--- src/rtl/vta_pkg.sv ---
// Shared types and constants for the per-CPU virtual-time admission block.
// Used by vta_min_scan and per_cpu_virtual_time_admission_top; no dependencies.

package vta_pkg;

   localparam int NUM_CPUS_DEFAULT = 8;

   localparam int TIME_W  = 64;
   localparam int BYTES_W = 24;
   localparam int CPU_W   = 3;
   localparam int PEND_W  = 8;
   localparam int TICK_W  = 2;

   // The tick counter counts 0, 1, 2; the third tick kicks the queues and wraps.
   localparam logic [TICK_W-1:0] TICK_LAST = 2'd2;

   localparam logic OP_REQUEST = 1'b0;
   localparam logic OP_TICK    = 1'b1;

   typedef enum logic [3:0] {
      ST_IDLE,
      ST_DISPATCH,
      ST_SCAN,
      ST_SCAN_DRAIN,
      ST_SCAN_DONE,
      ST_MIN_RD,
      ST_MIN_WAIT,
      ST_CPU_RD,
      ST_CPU_WAIT,
      ST_SWEEP,
      ST_FINISH
   } state_type;

   // Control from the sequencer to the minimum scan unit.
   typedef struct packed {
      logic clear;
      logic cmp_en;
      logic cmp_working;
   } scan_ctl_type;

   // Running result of the minimum scan.
   typedef struct packed {
      logic              found;
      logic [TIME_W-1:0] best;
   } scan_res_type;

endpackage

--- src/rtl/per_cpu_virtual_time_admission_top.sv ---
// Per-CPU virtual-time admission control, top level: sequencer, flag registers,
// virtual-time RAM (vta_ram) and minimum scan unit (vta_min_scan). Uses vta_pkg.
//
// Usage:
//   The req_ channel carries one transaction per admission request or timer
//   tick; the rsp_ channel returns exactly one transaction (granted,
//   kick_queues) for each. csr_write_enable/csr_write_data set the
//   scheduling enable bit; write it only while the block is idle.
//   The block handles one transaction at a time. Virtual times live
//   in a one-read, one-write RAM; the steps per transaction are:
//     - scheduling disabled or CPU out of range: no RAM access,
//     - request with a cached minimum: read the minimum, then the CPU entry,
//     - request with an empty cache: a scan of all entries (one entry scanned
//       per cycle through a single comparator), then the CPU entry,
//     - tick: scan, then a sweep that writes each pending, non-working entry.
//   A finished result waits in the output register while rsp_stall is high;
//   the next request is taken once that result has been loaded.
//   Reset clears all flags, the minimum cache, the tick counter and the
//   enable bit. Virtual times are not cleared: an entry is always written
//   when its CPU starts working, before it is ever read.

module per_cpu_virtual_time_admission_top #(
   parameter int NUM_CPUS = vta_pkg::NUM_CPUS_DEFAULT
) (
   input  logic                        clock,
   input  logic                        reset,
   input  logic                        req_valid,
   output logic                        req_stall,
   input  logic                        req_operation,
   input  logic [vta_pkg::CPU_W-1:0]   req_cpu_index,
   input  logic                        req_is_write,
   input  logic [vta_pkg::BYTES_W-1:0] req_byte_count,
   input  logic [vta_pkg::PEND_W-1:0]  req_pending_mask,
   output logic                        rsp_valid,
   input  logic                        rsp_stall,
   output logic                        rsp_granted,
   output logic                        rsp_kick_queues,
   input  logic                        csr_write_enable,
   input  logic                        csr_write_data
);
   import vta_pkg::*;

   localparam int IDX_W = $clog2(NUM_CPUS);
   localparam int CW    = (IDX_W > CPU_W) ? IDX_W : CPU_W;
   localparam int PW    = (NUM_CPUS > PEND_W) ? NUM_CPUS : PEND_W;
   localparam int INC_W = BYTES_W + 2;
   localparam logic [IDX_W-1:0] LAST_IDX   = IDX_W'(NUM_CPUS - 1);
   localparam logic [31:0]      NUM_CPUS_U = 32'(NUM_CPUS);

   state_type            state_ff, state_in;
   logic                 enable_ff, enable_in;
   logic                 op_ff, op_in;
   logic [CPU_W-1:0]     cpu_ff, cpu_in;
   logic                 wr_ff, wr_in;
   logic [BYTES_W-1:0]   bytes_ff, bytes_in;
   logic [PEND_W-1:0]    pend_ff, pend_in;
   logic [NUM_CPUS-1:0]  working_ff, working_in;
   logic [NUM_CPUS-1:0]  busy_ff, busy_in;
   logic [IDX_W-1:0]     min_idx_ff, min_idx_in;
   logic                 min_valid_ff, min_valid_in;
   logic [TICK_W-1:0]    tick_cnt_ff, tick_cnt_in;
   logic [TIME_W-1:0]    minv_ff, minv_in;
   logic [IDX_W-1:0]     cnt_ff, cnt_in;
   logic                 scan_rd_ff, scan_rd_in;
   logic [IDX_W-1:0]     scan_idx_ff, scan_idx_in;
   logic                 res_granted_ff, res_granted_in;
   logic                 res_kick_ff, res_kick_in;
   logic                 rsp_valid_ff, rsp_valid_in;
   logic                 rsp_granted_ff, rsp_granted_in;
   logic                 rsp_kick_ff, rsp_kick_in;

   logic                 ram_wr_en;
   logic [IDX_W-1:0]     ram_wr_addr;
   logic [TIME_W-1:0]    ram_wr_data;
   logic                 ram_rd_en;
   logic [IDX_W-1:0]     ram_rd_addr;
   logic [TIME_W-1:0]    ram_rd_data;

   scan_ctl_type         scan_ctl;
   scan_res_type         scan_res;
   logic [IDX_W-1:0]     scan_best_idx;

   logic [CW-1:0]        cpu_ext;
   logic [IDX_W-1:0]     cpu_idx;
   logic                 cpu_in_range;
   logic [PW-1:0]        pend_ext;
   logic [NUM_CPUS-1:0]  pend_vec;
   logic [INC_W-1:0]     inc;

   assign cpu_ext      = CW'(cpu_ff);
   assign cpu_idx      = cpu_ext[IDX_W-1:0];
   assign cpu_in_range = 32'(cpu_ff) < NUM_CPUS_U;

   // CPUs past the width of the pending mask are never pending.
   assign pend_ext = PW'(pend_ff);
   assign pend_vec = pend_ext[NUM_CPUS-1:0];

   // Weight 2 for a read, 3 for a write: twice the length plus the length.
   assign inc = {1'b0, bytes_ff, 1'b0} + (wr_ff ? INC_W'(bytes_ff) : '0);

   vta_ram #(
      .WIDTH (TIME_W),
      .DEPTH (NUM_CPUS)
   ) u_time_ram (
      .clock   (clock),
      .wr_en   (ram_wr_en),
      .wr_addr (ram_wr_addr),
      .wr_data (ram_wr_data),
      .rd_en   (ram_rd_en),
      .rd_addr (ram_rd_addr),
      .rd_data (ram_rd_data)
   );

   vta_min_scan #(
      .NUM_CPUS (NUM_CPUS)
   ) u_min_scan (
      .clock    (clock),
      .reset    (reset),
      .scan_ctl (scan_ctl),
      .cmp_idx  (scan_idx_ff),
      .rd_data  (ram_rd_data),
      .scan_res (scan_res),
      .best_idx (scan_best_idx)
   );

   always_comb begin
      state_in       = state_ff;
      enable_in      = csr_write_enable ? csr_write_data : enable_ff;
      op_in          = op_ff;
      cpu_in         = cpu_ff;
      wr_in          = wr_ff;
      bytes_in       = bytes_ff;
      pend_in        = pend_ff;
      working_in     = working_ff;
      busy_in        = busy_ff;
      min_idx_in     = min_idx_ff;
      min_valid_in   = min_valid_ff;
      tick_cnt_in    = tick_cnt_ff;
      minv_in        = minv_ff;
      cnt_in         = cnt_ff;
      scan_rd_in     = 1'b0;
      scan_idx_in    = scan_idx_ff;
      res_granted_in = res_granted_ff;
      res_kick_in    = res_kick_ff;
      rsp_valid_in   = rsp_valid_ff && rsp_stall;
      rsp_granted_in = rsp_granted_ff;
      rsp_kick_in    = rsp_kick_ff;
      ram_wr_en      = 1'b0;
      ram_wr_addr    = cpu_idx;
      ram_wr_data    = minv_ff;
      ram_rd_en      = 1'b0;
      ram_rd_addr    = cnt_ff;
      scan_ctl.clear       = 1'b0;
      scan_ctl.cmp_en      = scan_rd_ff;
      scan_ctl.cmp_working = working_ff[scan_idx_ff];

      case (state_ff)
         ST_IDLE: begin
            if (req_valid) begin
               op_in    = req_operation;
               cpu_in   = req_cpu_index;
               wr_in    = req_is_write;
               bytes_in = req_byte_count;
               pend_in  = req_pending_mask;
               state_in = ST_DISPATCH;
            end
         end

         ST_DISPATCH: begin
            res_granted_in = 1'b0;
            res_kick_in    = 1'b0;
            cnt_in         = '0;
            if (op_ff == OP_REQUEST) begin
               if (!enable_ff) begin
                  res_granted_in = 1'b1;
                  state_in       = ST_FINISH;
               end else if (!cpu_in_range) begin
                  state_in = ST_FINISH;
               end else if (min_valid_ff) begin
                  state_in = ST_MIN_RD;
               end else begin
                  scan_ctl.clear = 1'b1;
                  state_in       = ST_SCAN;
               end
            end else begin
               if (!enable_ff) begin
                  state_in = ST_FINISH;
               end else begin
                  // A tick always rebuilds the minimum cache.
                  min_valid_in   = 1'b0;
                  scan_ctl.clear = 1'b1;
                  state_in       = ST_SCAN;
               end
            end
         end

         ST_SCAN: begin
            ram_rd_en   = 1'b1;
            ram_rd_addr = cnt_ff;
            scan_rd_in  = 1'b1;
            scan_idx_in = cnt_ff;
            if (cnt_ff == LAST_IDX) begin
               state_in = ST_SCAN_DRAIN;
            end else begin
               cnt_in = cnt_ff + 1'b1;
            end
         end

         ST_SCAN_DRAIN: begin
            state_in = ST_SCAN_DONE;
         end

         ST_SCAN_DONE: begin
            cnt_in = '0;
            if (scan_res.found) begin
               min_valid_in = 1'b1;
               min_idx_in   = scan_best_idx;
               minv_in      = scan_res.best;
            end else begin
               minv_in = '0;
            end
            state_in = (op_ff == OP_TICK) ? ST_SWEEP : ST_CPU_RD;
         end

         ST_MIN_RD: begin
            ram_rd_en   = 1'b1;
            ram_rd_addr = min_idx_ff;
            state_in    = ST_MIN_WAIT;
         end

         ST_MIN_WAIT: begin
            minv_in  = ram_rd_data;
            state_in = ST_CPU_RD;
         end

         ST_CPU_RD: begin
            if (!working_ff[cpu_idx]) begin
               // Joining at the minimum always passes the check, so the
               // joined time and the charge go out in one write.
               working_in[cpu_idx] = 1'b1;
               busy_in[cpu_idx]    = 1'b1;
               ram_wr_en           = 1'b1;
               ram_wr_addr         = cpu_idx;
               ram_wr_data         = minv_ff + TIME_W'(inc);
               res_granted_in      = 1'b1;
               state_in            = ST_FINISH;
            end else begin
               ram_rd_en   = 1'b1;
               ram_rd_addr = cpu_idx;
               state_in    = ST_CPU_WAIT;
            end
         end

         ST_CPU_WAIT: begin
            if (ram_rd_data <= minv_ff) begin
               ram_wr_en      = 1'b1;
               ram_wr_addr    = cpu_idx;
               ram_wr_data    = ram_rd_data + TIME_W'(inc);
               res_granted_in = 1'b1;
            end
            state_in = ST_FINISH;
         end

         ST_SWEEP: begin
            if (pend_vec[cnt_ff] && !working_ff[cnt_ff]) begin
               ram_wr_en   = 1'b1;
               ram_wr_addr = cnt_ff;
               ram_wr_data = minv_ff;
            end
            if (cnt_ff == LAST_IDX) begin
               // A pending CPU works and stays busy; an idle one that is not
               // pending stops working; a busy one only goes idle.
               working_in = pend_vec | (working_ff & busy_ff);
               busy_in    = pend_vec;
               if (tick_cnt_ff == TICK_LAST) begin
                  tick_cnt_in = '0;
                  res_kick_in = 1'b1;
               end else begin
                  tick_cnt_in = tick_cnt_ff + 1'b1;
               end
               state_in = ST_FINISH;
            end else begin
               cnt_in = cnt_ff + 1'b1;
            end
         end

         ST_FINISH: begin
            if (!rsp_valid_ff || !rsp_stall) begin
               rsp_valid_in   = 1'b1;
               rsp_granted_in = res_granted_ff;
               rsp_kick_in    = res_kick_ff;
               state_in       = ST_IDLE;
            end
         end

         default: begin
            state_in = ST_IDLE;
         end
      endcase
   end

   always_ff @(posedge clock) begin
      if (reset) begin
         state_ff     <= ST_IDLE;
         enable_ff    <= 1'b0;
         working_ff   <= '0;
         busy_ff      <= '0;
         min_idx_ff   <= '0;
         min_valid_ff <= 1'b0;
         tick_cnt_ff  <= '0;
         scan_rd_ff   <= 1'b0;
         rsp_valid_ff <= 1'b0;
      end else begin
         state_ff     <= state_in;
         enable_ff    <= enable_in;
         working_ff   <= working_in;
         busy_ff      <= busy_in;
         min_idx_ff   <= min_idx_in;
         min_valid_ff <= min_valid_in;
         tick_cnt_ff  <= tick_cnt_in;
         scan_rd_ff   <= scan_rd_in;
         rsp_valid_ff <= rsp_valid_in;
      end
   end

   always_ff @(posedge clock) begin
      op_ff          <= op_in;
      cpu_ff         <= cpu_in;
      wr_ff          <= wr_in;
      bytes_ff       <= bytes_in;
      pend_ff        <= pend_in;
      minv_ff        <= minv_in;
      cnt_ff         <= cnt_in;
      scan_idx_ff    <= scan_idx_in;
      res_granted_ff <= res_granted_in;
      res_kick_ff    <= res_kick_in;
      rsp_granted_ff <= rsp_granted_in;
      rsp_kick_ff    <= rsp_kick_in;
   end

   assign req_stall       = (state_ff != ST_IDLE);
   assign rsp_valid       = rsp_valid_ff;
   assign rsp_granted     = rsp_granted_ff;
   assign rsp_kick_queues = rsp_kick_ff;

   a_grant_or_kick : assert property (@(posedge clock) disable iff (reset)
      rsp_valid_ff |-> !(rsp_granted_ff && rsp_kick_ff))
      else $error("result carries both a grant and a kick");

   a_tick_range : assert property (@(posedge clock) disable iff (reset)
      tick_cnt_ff <= TICK_LAST)
      else $error("tick counter out of range");

   a_rsp_from_finish : assert property (@(posedge clock) disable iff (reset)
      $rose(rsp_valid_ff) |-> $past(state_ff == ST_FINISH))
      else $error("result presented outside the finish step");

   a_cpu_read_working : assert property (@(posedge clock) disable iff (reset)
      (state_ff == ST_CPU_WAIT) |-> working_ff[cpu_idx])
      else $error("virtual time read for a CPU that is not working");

   a_cache_in_range : assert property (@(posedge clock) disable iff (reset)
      min_valid_ff |-> (32'(min_idx_ff) < NUM_CPUS_U))
      else $error("cached minimum entry out of range");

endmodule

--- src/rtl/vta_ram.sv ---
// Generic single-write, single-read synchronous RAM with a registered read port.
// No dependencies.

module vta_ram #(
   parameter int WIDTH = 64,
   parameter int DEPTH = 8
) (
   input  logic                     clock,
   input  logic                     wr_en,
   input  logic [$clog2(DEPTH)-1:0] wr_addr,
   input  logic [WIDTH-1:0]         wr_data,
   input  logic                     rd_en,
   input  logic [$clog2(DEPTH)-1:0] rd_addr,
   output logic [WIDTH-1:0]         rd_data
);

   logic [WIDTH-1:0] mem_ff [DEPTH];
   logic [WIDTH-1:0] rd_data_ff;

   always_ff @(posedge clock) begin
      if (wr_en) begin
         mem_ff[wr_addr] <= wr_data;
      end
      if (rd_en) begin
         rd_data_ff <= mem_ff[rd_addr];
      end
   end

   assign rd_data = rd_data_ff;

endmodule

--- src/rtl/vta_min_scan.sv ---
// Minimum search unit: one comparator that walks the virtual-time RAM read data
// and keeps the smallest time among working entries. Depends on vta_pkg.

module vta_min_scan #(
   parameter int NUM_CPUS = vta_pkg::NUM_CPUS_DEFAULT
) (
   input  logic                        clock,
   input  logic                        reset,
   input  vta_pkg::scan_ctl_type       scan_ctl,
   input  logic [$clog2(NUM_CPUS)-1:0] cmp_idx,
   input  logic [vta_pkg::TIME_W-1:0]  rd_data,
   output vta_pkg::scan_res_type       scan_res,
   output logic [$clog2(NUM_CPUS)-1:0] best_idx
);
   import vta_pkg::*;

   localparam int IDX_W = $clog2(NUM_CPUS);

   logic              found_ff, found_in;
   logic [TIME_W-1:0] best_ff, best_in;
   logic [IDX_W-1:0]  best_idx_ff, best_idx_in;
   logic              take;

   // Strict less-than against an all-ones start: an entry at the top time is
   // never picked, so a scan over only such entries finds nothing.
   assign take = scan_ctl.cmp_en && scan_ctl.cmp_working && (rd_data < best_ff);

   always_comb begin
      found_in    = found_ff;
      best_in     = best_ff;
      best_idx_in = best_idx_ff;
      if (scan_ctl.clear) begin
         found_in = 1'b0;
         best_in  = '1;
      end else if (take) begin
         found_in    = 1'b1;
         best_in     = rd_data;
         best_idx_in = cmp_idx;
      end
   end

   always_ff @(posedge clock) begin
      if (reset) begin
         found_ff <= 1'b0;
      end else begin
         found_ff <= found_in;
      end
   end

   always_ff @(posedge clock) begin
      best_ff     <= best_in;
      best_idx_ff <= best_idx_in;
   end

   assign scan_res.found = found_ff;
   assign scan_res.best  = best_ff;
   assign best_idx       = best_idx_ff;

   a_clear_empties : assert property (@(posedge clock) disable iff (reset)
      scan_ctl.clear |=> !found_ff)
      else $error("scan result not cleared");

   a_found_sticky : assert property (@(posedge clock) disable iff (reset)
      (found_ff && !scan_ctl.clear) |=> found_ff)
      else $error("scan lost its minimum");

   a_best_shrinks : assert property (@(posedge clock) disable iff (reset)
      (found_ff && !scan_ctl.clear) |=> (best_ff <= $past(best_ff)))
      else $error("scan minimum grew");

endmodule
--- config.mk ---
export PLATFORM = sky130hd
export DESIGN_NAME = per_cpu_virtual_time_admission_top
export DESIGN_NICKNAME = d
export VERILOG_FILES = /design/src/rtl/vta_pkg.sv /design/src/rtl/per_cpu_virtual_time_admission_top.sv /design/src/rtl/vta_ram.sv /design/src/rtl/vta_min_scan.sv
export SDC_FILE = /design/constraint.sdc
export NUM_CORES = 2
export LEC_CHECK = 0
export BUFFER_PORTS_ARGS = -buffer_cell sky130_fd_sc_hd__buf_2
export CAP_MARGIN = 40
export CORE_MARGIN = 8
export CORE_UTILIZATION = 51
export CTS_CLUSTER_DIAMETER = 60
export DETAILED_ROUTE_END_ITERATION = 16
export PLACE_DENSITY = 0.67
export SLEW_MARGIN = 20
export SYNTH_ARGS = -nofsm -noshare
export SYNTH_HDL_FRONTEND = slang
export SYNTH_SLANG_ARGS = --single-unit
--- constraint.sdc ---
create_clock -name clock -period 12.6 [get_ports clock]
set_clock_uncertainty 0.15 [all_clocks]
set_input_delay 1.26 -clock clock [delete_from_list [all_inputs] [get_ports clock]]
set_output_delay 1.26 -clock clock [all_outputs]
set_load 0.005 [all_outputs]
* After elaboration in Yosys (flattened, before gate mapping) *
Memories as Yosys holds them, arrays and structs flattened. A register that Yosys moved wholly into a read port is not among the register bits.
Cells that the tools add are included.

storage, ports and cells
  output and inout port bits = 4
  RAM bits = 512
  memories kept = 1
  input bits = 43
  register bits = 208

memory list
  memory             words  width  rd ports  clocked after memory_dff  write ports  line           RTL
  u_time_ram.mem_ff  8      64     1         1                         1            vta_ram.sv:17  logic [WIDTH-1:0] mem_ff [DEPTH];

cells by class
  equality and inequality tests = 23
  reductions and logical operators = 32
  add/sub/neg operators = 5
  bitwise operators = 5
  $lt $le $gt $ge = 6
  multiplexer cells = 68

operator list
  cell                count
  $pmux 64 s2         2
  $mux 64             3
  $add 64x26->64      2
  $le 64x64->1        1
  $lt 64x64->1        1
  $pmux 4 s11         1
  $mux 4              8
  $mux 8              4
  $pmux 8 s2          2
  $mux 1              28
  $add 25x24->26      1
  $mux 24             1
  $or 8x8->8          3
  $ne 2x2->1 const B  10
  $eq 4x3->1 const B  4
  $mux 3              5
  $bmux 1 s3          4
  $eq 4x4->1 const B  3
  $lt 3x4->1 const B  3
  $pmux 3 s2          2
  $reduce_and 2->1    6
  $reduce_bool 2->1   5
  $reduce_and 3->1    3
  $and 8x8->8         1
  other kinds (21)    36

* Logic depth before layout (Yosys ltp) *
  word-level depth = 8
  depth in mapped cells = 25
  depth with buffers taken out = 23

* Modules after synthesis *
From an unflattened synthesis, not the netlist that was laid out.

second synthesis, totals
  cells, all modules = 3088
  area, all modules = 39505.4 um^2

modules (own cells, without submodules)
  module                              times used  seq. area each (um^2)  cells an instance  area an instance (um^2)
  vta_ram                             1           17296.6                816                21187.8
  per_cpu_virtual_time_admission_top  1           3913.8                 1764               14058.5
  vta_min_scan                        1           1391.3                 508                4259.1

* Worst setup path after synthesis *
Ideal clock, no wire load.

  kind = register -> register
  start point = reg minv_ff[29]
  end point = mem u_time_ram.mem_ff[1][0], enable pin
  cell stages (with the launch flop) = 12
  setup time = 574 ps
  data required time = 11876 ps
  data arrival time = 6775 ps
  slack = 5101 ps
  path through = edfxtp_1 > clkbuf_1 > inv_1 > ha_1 > a21o_1 > a21o_1 > a221o_1 > a211oi_1 > o211a_1 > nor3_1 > clkbuf_1 > o21ai_0

between the ends
  longest elaborated chain between the ends = 5

RTL lines
  item                          line                                       RTL
  start: declaration            per_cpu_virtual_time_admission_top.sv:62   logic [TIME_W-1:0] minv_ff, minv_in;
  start signal: assignment      per_cpu_virtual_time_admission_top.sv:332  minv_ff <= minv_in;
  $le 64x64->1                  per_cpu_virtual_time_admission_top.sv:255  if (ram_rd_data <= minv_ff) begin
  $mux 1                        per_cpu_virtual_time_admission_top.sv:255
  $pmux 1 s3                    per_cpu_virtual_time_admission_top.sv:157  case (state_ff)
  $mux 1                        vta_ram.sv:21                              if (wr_en) begin
  $mux 1 (not written as such)  vta_ram.sv:22                              mem_ff[wr_addr] <= wr_data;
  end: declaration              vta_ram.sv:17

No other way between the ends.

* Worst setup path after layout *
  start point = reg wr_ff
  end point = mem u_time_ram.mem_ff[1][45], data pin

between the ends
  longest elaborated chain between the ends = 5
  elaborated cells on any way between the ends = 7
  classes of those cells = 3 x add/sub; 4 x mux

RTL lines
  item                                      line                                                                                  RTL
  start: declaration                        per_cpu_virtual_time_admission_top.sv:54                                              logic wr_ff, wr_in;
  start signal: assignment                  per_cpu_virtual_time_admission_top.sv:329                                             wr_ff <= wr_in;
  $mux 24 *                                 per_cpu_virtual_time_admission_top.sv:99                                              assign inc = {1'b0, bytes_ff, 1'b0} + (wr_ff ? INC_W'(bytes_ff) : '0);
  $add 25x24->26 *                          per_cpu_virtual_time_admission_top.sv:99
  $add 64x26->64, on equally long branches  per_cpu_virtual_time_admission_top.sv:258, per_cpu_virtual_time_admission_top.sv:244
  $mux 64, on equally long branches         per_cpu_virtual_time_admission_top.sv:255, per_cpu_virtual_time_admission_top.sv:237
  $pmux 64 s2 *                             per_cpu_virtual_time_admission_top.sv:157
  net ram_wr_data[45]                       per_cpu_virtual_time_admission_top.sv:74                                              logic [TIME_W-1:0] ram_wr_data;

The timed path passes the listed nets; every way through them passes the cells marked *.

==> qor.yml <==
drt:
  drt-wirelength-per-cell_um: 22.5
  vias_per_cell: 6.10
  drt-pass1-iter-count: 6
  vias: 27900
  drc: 0
  dr.first_iter.drc_count: 2377
  wl_um: 103000
  drtAntennaViolNets: 0
critical_path:
  crit_path_end_kind: "flip-flop"
  crit_type: "reg -> reg"
  critPathArrivalTime_ps: 7880
  slowest_delay_ps: 790
  r2r_setup_slack_ps: 4860
  critPathSlowestCell: "a221oi_1"
  worstPathCellList: "and2_1, ha_1, inv_1, fa_1, nor2b_1, o31a_1, a2111oi_0, or3_1, a41oi_1, a311o_1, or3_1, a31oi_1, xnor2_1, ha_1, and4_1, nand4_1, nor4b_1, nor4b_1, buf_2, nor4b_2, buf_4, and3_1, nor3_1, a221oi_1"
  crit_fanout: 24
  startpoint_type: "flip-flop"
  cp_data_required_time_ps: 12740
floorplan:
  die_y_um: 296
  start_util_pct: 51.6
  io_pins: 47
  die_w_um: 296
  row_count: 102
  die-area_um2: 87800
  core-area_um2: 77600
timing:
  drv_slew: 0
  post-route-min-period_ps: 7740
  relSlewSlack_pct: 34.4
  tightest_slew_ps: 984
  hold_ws_ps: 267
  fin_crit_sh_pct: 61.5
  max_freq_mhz: 129
  setup_violations: 0
  setup_tns_ps: 0
  hold_viol_final: 0
  rsz0062_at_grt: "no"
clock_tree:
  cts.sinks: 784
  cts_tree: "done"
  cts_buffer_depth: 3
  cts.clk_slew.worst_paths_ps: 60
  cts_resized: 0
  htree_levels: 3
  clock_latency_ps: 640
  cts_root_buf: "clkbuf_16"
  ctsHoldBuffers: 0
  post-cts-setup-buffer-count: 0
  cts_buffers: 86
hold_path:
  hold_path_class: "reg -> reg"
layout:
  area_growth_pct: 12.6
  final_layout_size_suffix_gt1_share_pct: 12.4
  diodes: 0
  nFillCells: 6245
  final_nets: 3722
grt:
  grt_usage_pct: 23.3
  grt_overflow: 0
  grt_pass1_vias: 27700
  antenna_found_initial: 0
  grt_start_max_net_pins: 193
  grt_pass1_wl_um: 160000
flow_run:
  cap_violations: 0
power:
  sw_frac_of_total_pct: 37.2
  clkPwrFrac_pct: 25.1
  power_switching_uw: 3920
  p_comb_share_pct: 40.6
  internal_power_uw: 6630
  cellLeakagePower_uw: 0.0168
  seqPwrFrac_pct: 34.3
  ir_drop_v: 0.000231
  powerDensity_nw_per_um2: 234
synthesis:
  syn-num-nets: 3695
  syn_area_per_cell_um2: 11.6
  async_flop_share_pct: 0
  yosysWarnings: 0
  ys_types: 73
  syn_inst: 3443
  ys.flop_type: "edfxtp_1"
  ys_seq_area_share_pct: 56.4
  synth-edff-count: 690
  synth_seq_cells: 784
  netlist_area_um2: 40100
place:
  io_buffers: 46
  routabilityCongestion: 0.950
  hpwl_um: 66900
status:
  status: "finished, final reports clean"
## kinds of logic (layout without fill, tap and decap cells)
family / count (synthesis) / in the layout / share of synthesized area [%]
AOI/OAI and AO/OA: 825 / 825 / 13.3
xor gates and xnor gates: 98 / 98 / 2.14
adders and majority gates: 209 / 209 / 6.59
buffers and inverters: 348 / 448 / 3.33
DFF: 784 / 784 / 56.4
muxes: 277 / 277 / 7.48
and+or+nand+nor: 902 / 902 / 10.7
## final cells by class
class	instances	area, µm²	area share [%]
timing repair buffer	126	1240	2.75
sequential	784	22600	50.1
clock buffer	109	2350	5.22
clock inverter	52	668	1.48
tap	1040	1300	2.89
inverter	161	604	1.34
multi-input combinational	2311	16300	36.2
## worst max-delay path, delay by kind of cell, from the launching register on
| family | cells | cell delay (ps) |
|---|---|---|
| flip-flops | 1 | 650 |
| XOR/XNOR | 1 | 160 |
| adder cells (fa/ha/maj) | 3 | 870 |
| AND/OR/NAND/NOR | 11 | 2490 |
| buffers and inverters | 3 | 480 |
| AO/OA/AOI/OAI | 6 | 2570 |
## through the flow
step | cell area (µm²) | utilization (%) | cells | worst slack (ps) | power, µW
after CTS | 45000 | 58.0 | 4574 | 4590 | 10500
after global routing | 45100 | 58.1 | 4583 | 4430 | 11200
after global placement | 41400 | 53.4 | 4385 | 4730 | 7720
after floorplan | 40100 | - | 3443 | 5100 | 6730
final | 45100 | 58.1 | 4583 | 4860 | 10600
after detailed placement | 42000 | 54.1 | 4413 | 4640 | 7870
## sequential cells by signal (all words and copies together), names as in the netlist, 4 cells and up
name / cells
working_ff: 8
busy_ff: 8
u_min_scan.best_ff: 64
minv_ff: 64
state_ff: 4
u_time_ram.mem_ff: 512
pend_ext: 8
u_time_ram.rd_data: 64
bytes_ff: 24
## final timing paths
check                                  from                        to  depth (start not counted)
worst max-delay path                  wr_ff  u_time_ram.mem_ff[1][45]                         24
worst min-delay path            res_kick_ff           rsp_kick_queues                          0
worst max register to register        wr_ff  u_time_ram.mem_ff[1][45]                         24
worst min register to register  res_kick_ff           rsp_kick_queues                          0
## Yosys cell counts (13+ instances only)
cell type	count	area, µm²
o211ai_1	90	676
nand4_1	47	294
o221ai_1	18	158
o22ai_1	15	93.8
nand3_1	57	285
or3_1	15	93.8
xnor2_1	66	578
mux2i_1	143	1430
buf_1	15	56.3
o21a_1	13	97.6
ha_1	206	2580
xor2_1	32	280
clkbuf_1	151	567
nor4_1	18	113
a211oi_1	18	135
o21ai_0	225	1130
and3_1	76	475
buf_2	21	105
a31oi_1	13	81.3
nor2_1	180	676
dfxtp_1	94	1880
nor2b_1	17	106
a21o_1	67	503
a221o_1	18	180
edfxtp_1	690	20700
nand2_1	354	1330
mux2_2	129	1450
a21oi_1	199	996
a211o_1	69	604
inv_1	161	604
and2_1	27	169
nor3_1	47	235
## cells in the final DEF, fill, tap and decap left out, drive strengths merged, types with 94 or more instances in the layout
cell type	n
dfxtp	94
nand2	354
a21oi	199
mux2	129
edfxtp	690
buf	123
ha	206
clkbuf	111
nor2	180
mux2i	143
inv	164
o21ai	225
## power groups by stage
stage / combinational [µW] / clock (µW) / sequential, µW
3_3_place_gp: 4060 / 0 / 3660
3_5_place_dp: 4200 / 0 / 3660
6_report: 4290 / 2640 / 3620
5_1_grt: 4730 / 2790 / 3660
4_1_cts: 4240 / 2690 / 3610
2_1_floorplan: 3220 / 0 / 3520
## layer usage
metal,global-route usage [%],up-vias,share of wire [%]
met5,0,-,0
met3,3.43,225,6.5
met1,31.1,13700,43
li1,-,13000,-
met4,8.34,0,3.4
met2,38.6,991,47
Note: power is estimated with default switching activity, not from simulation.
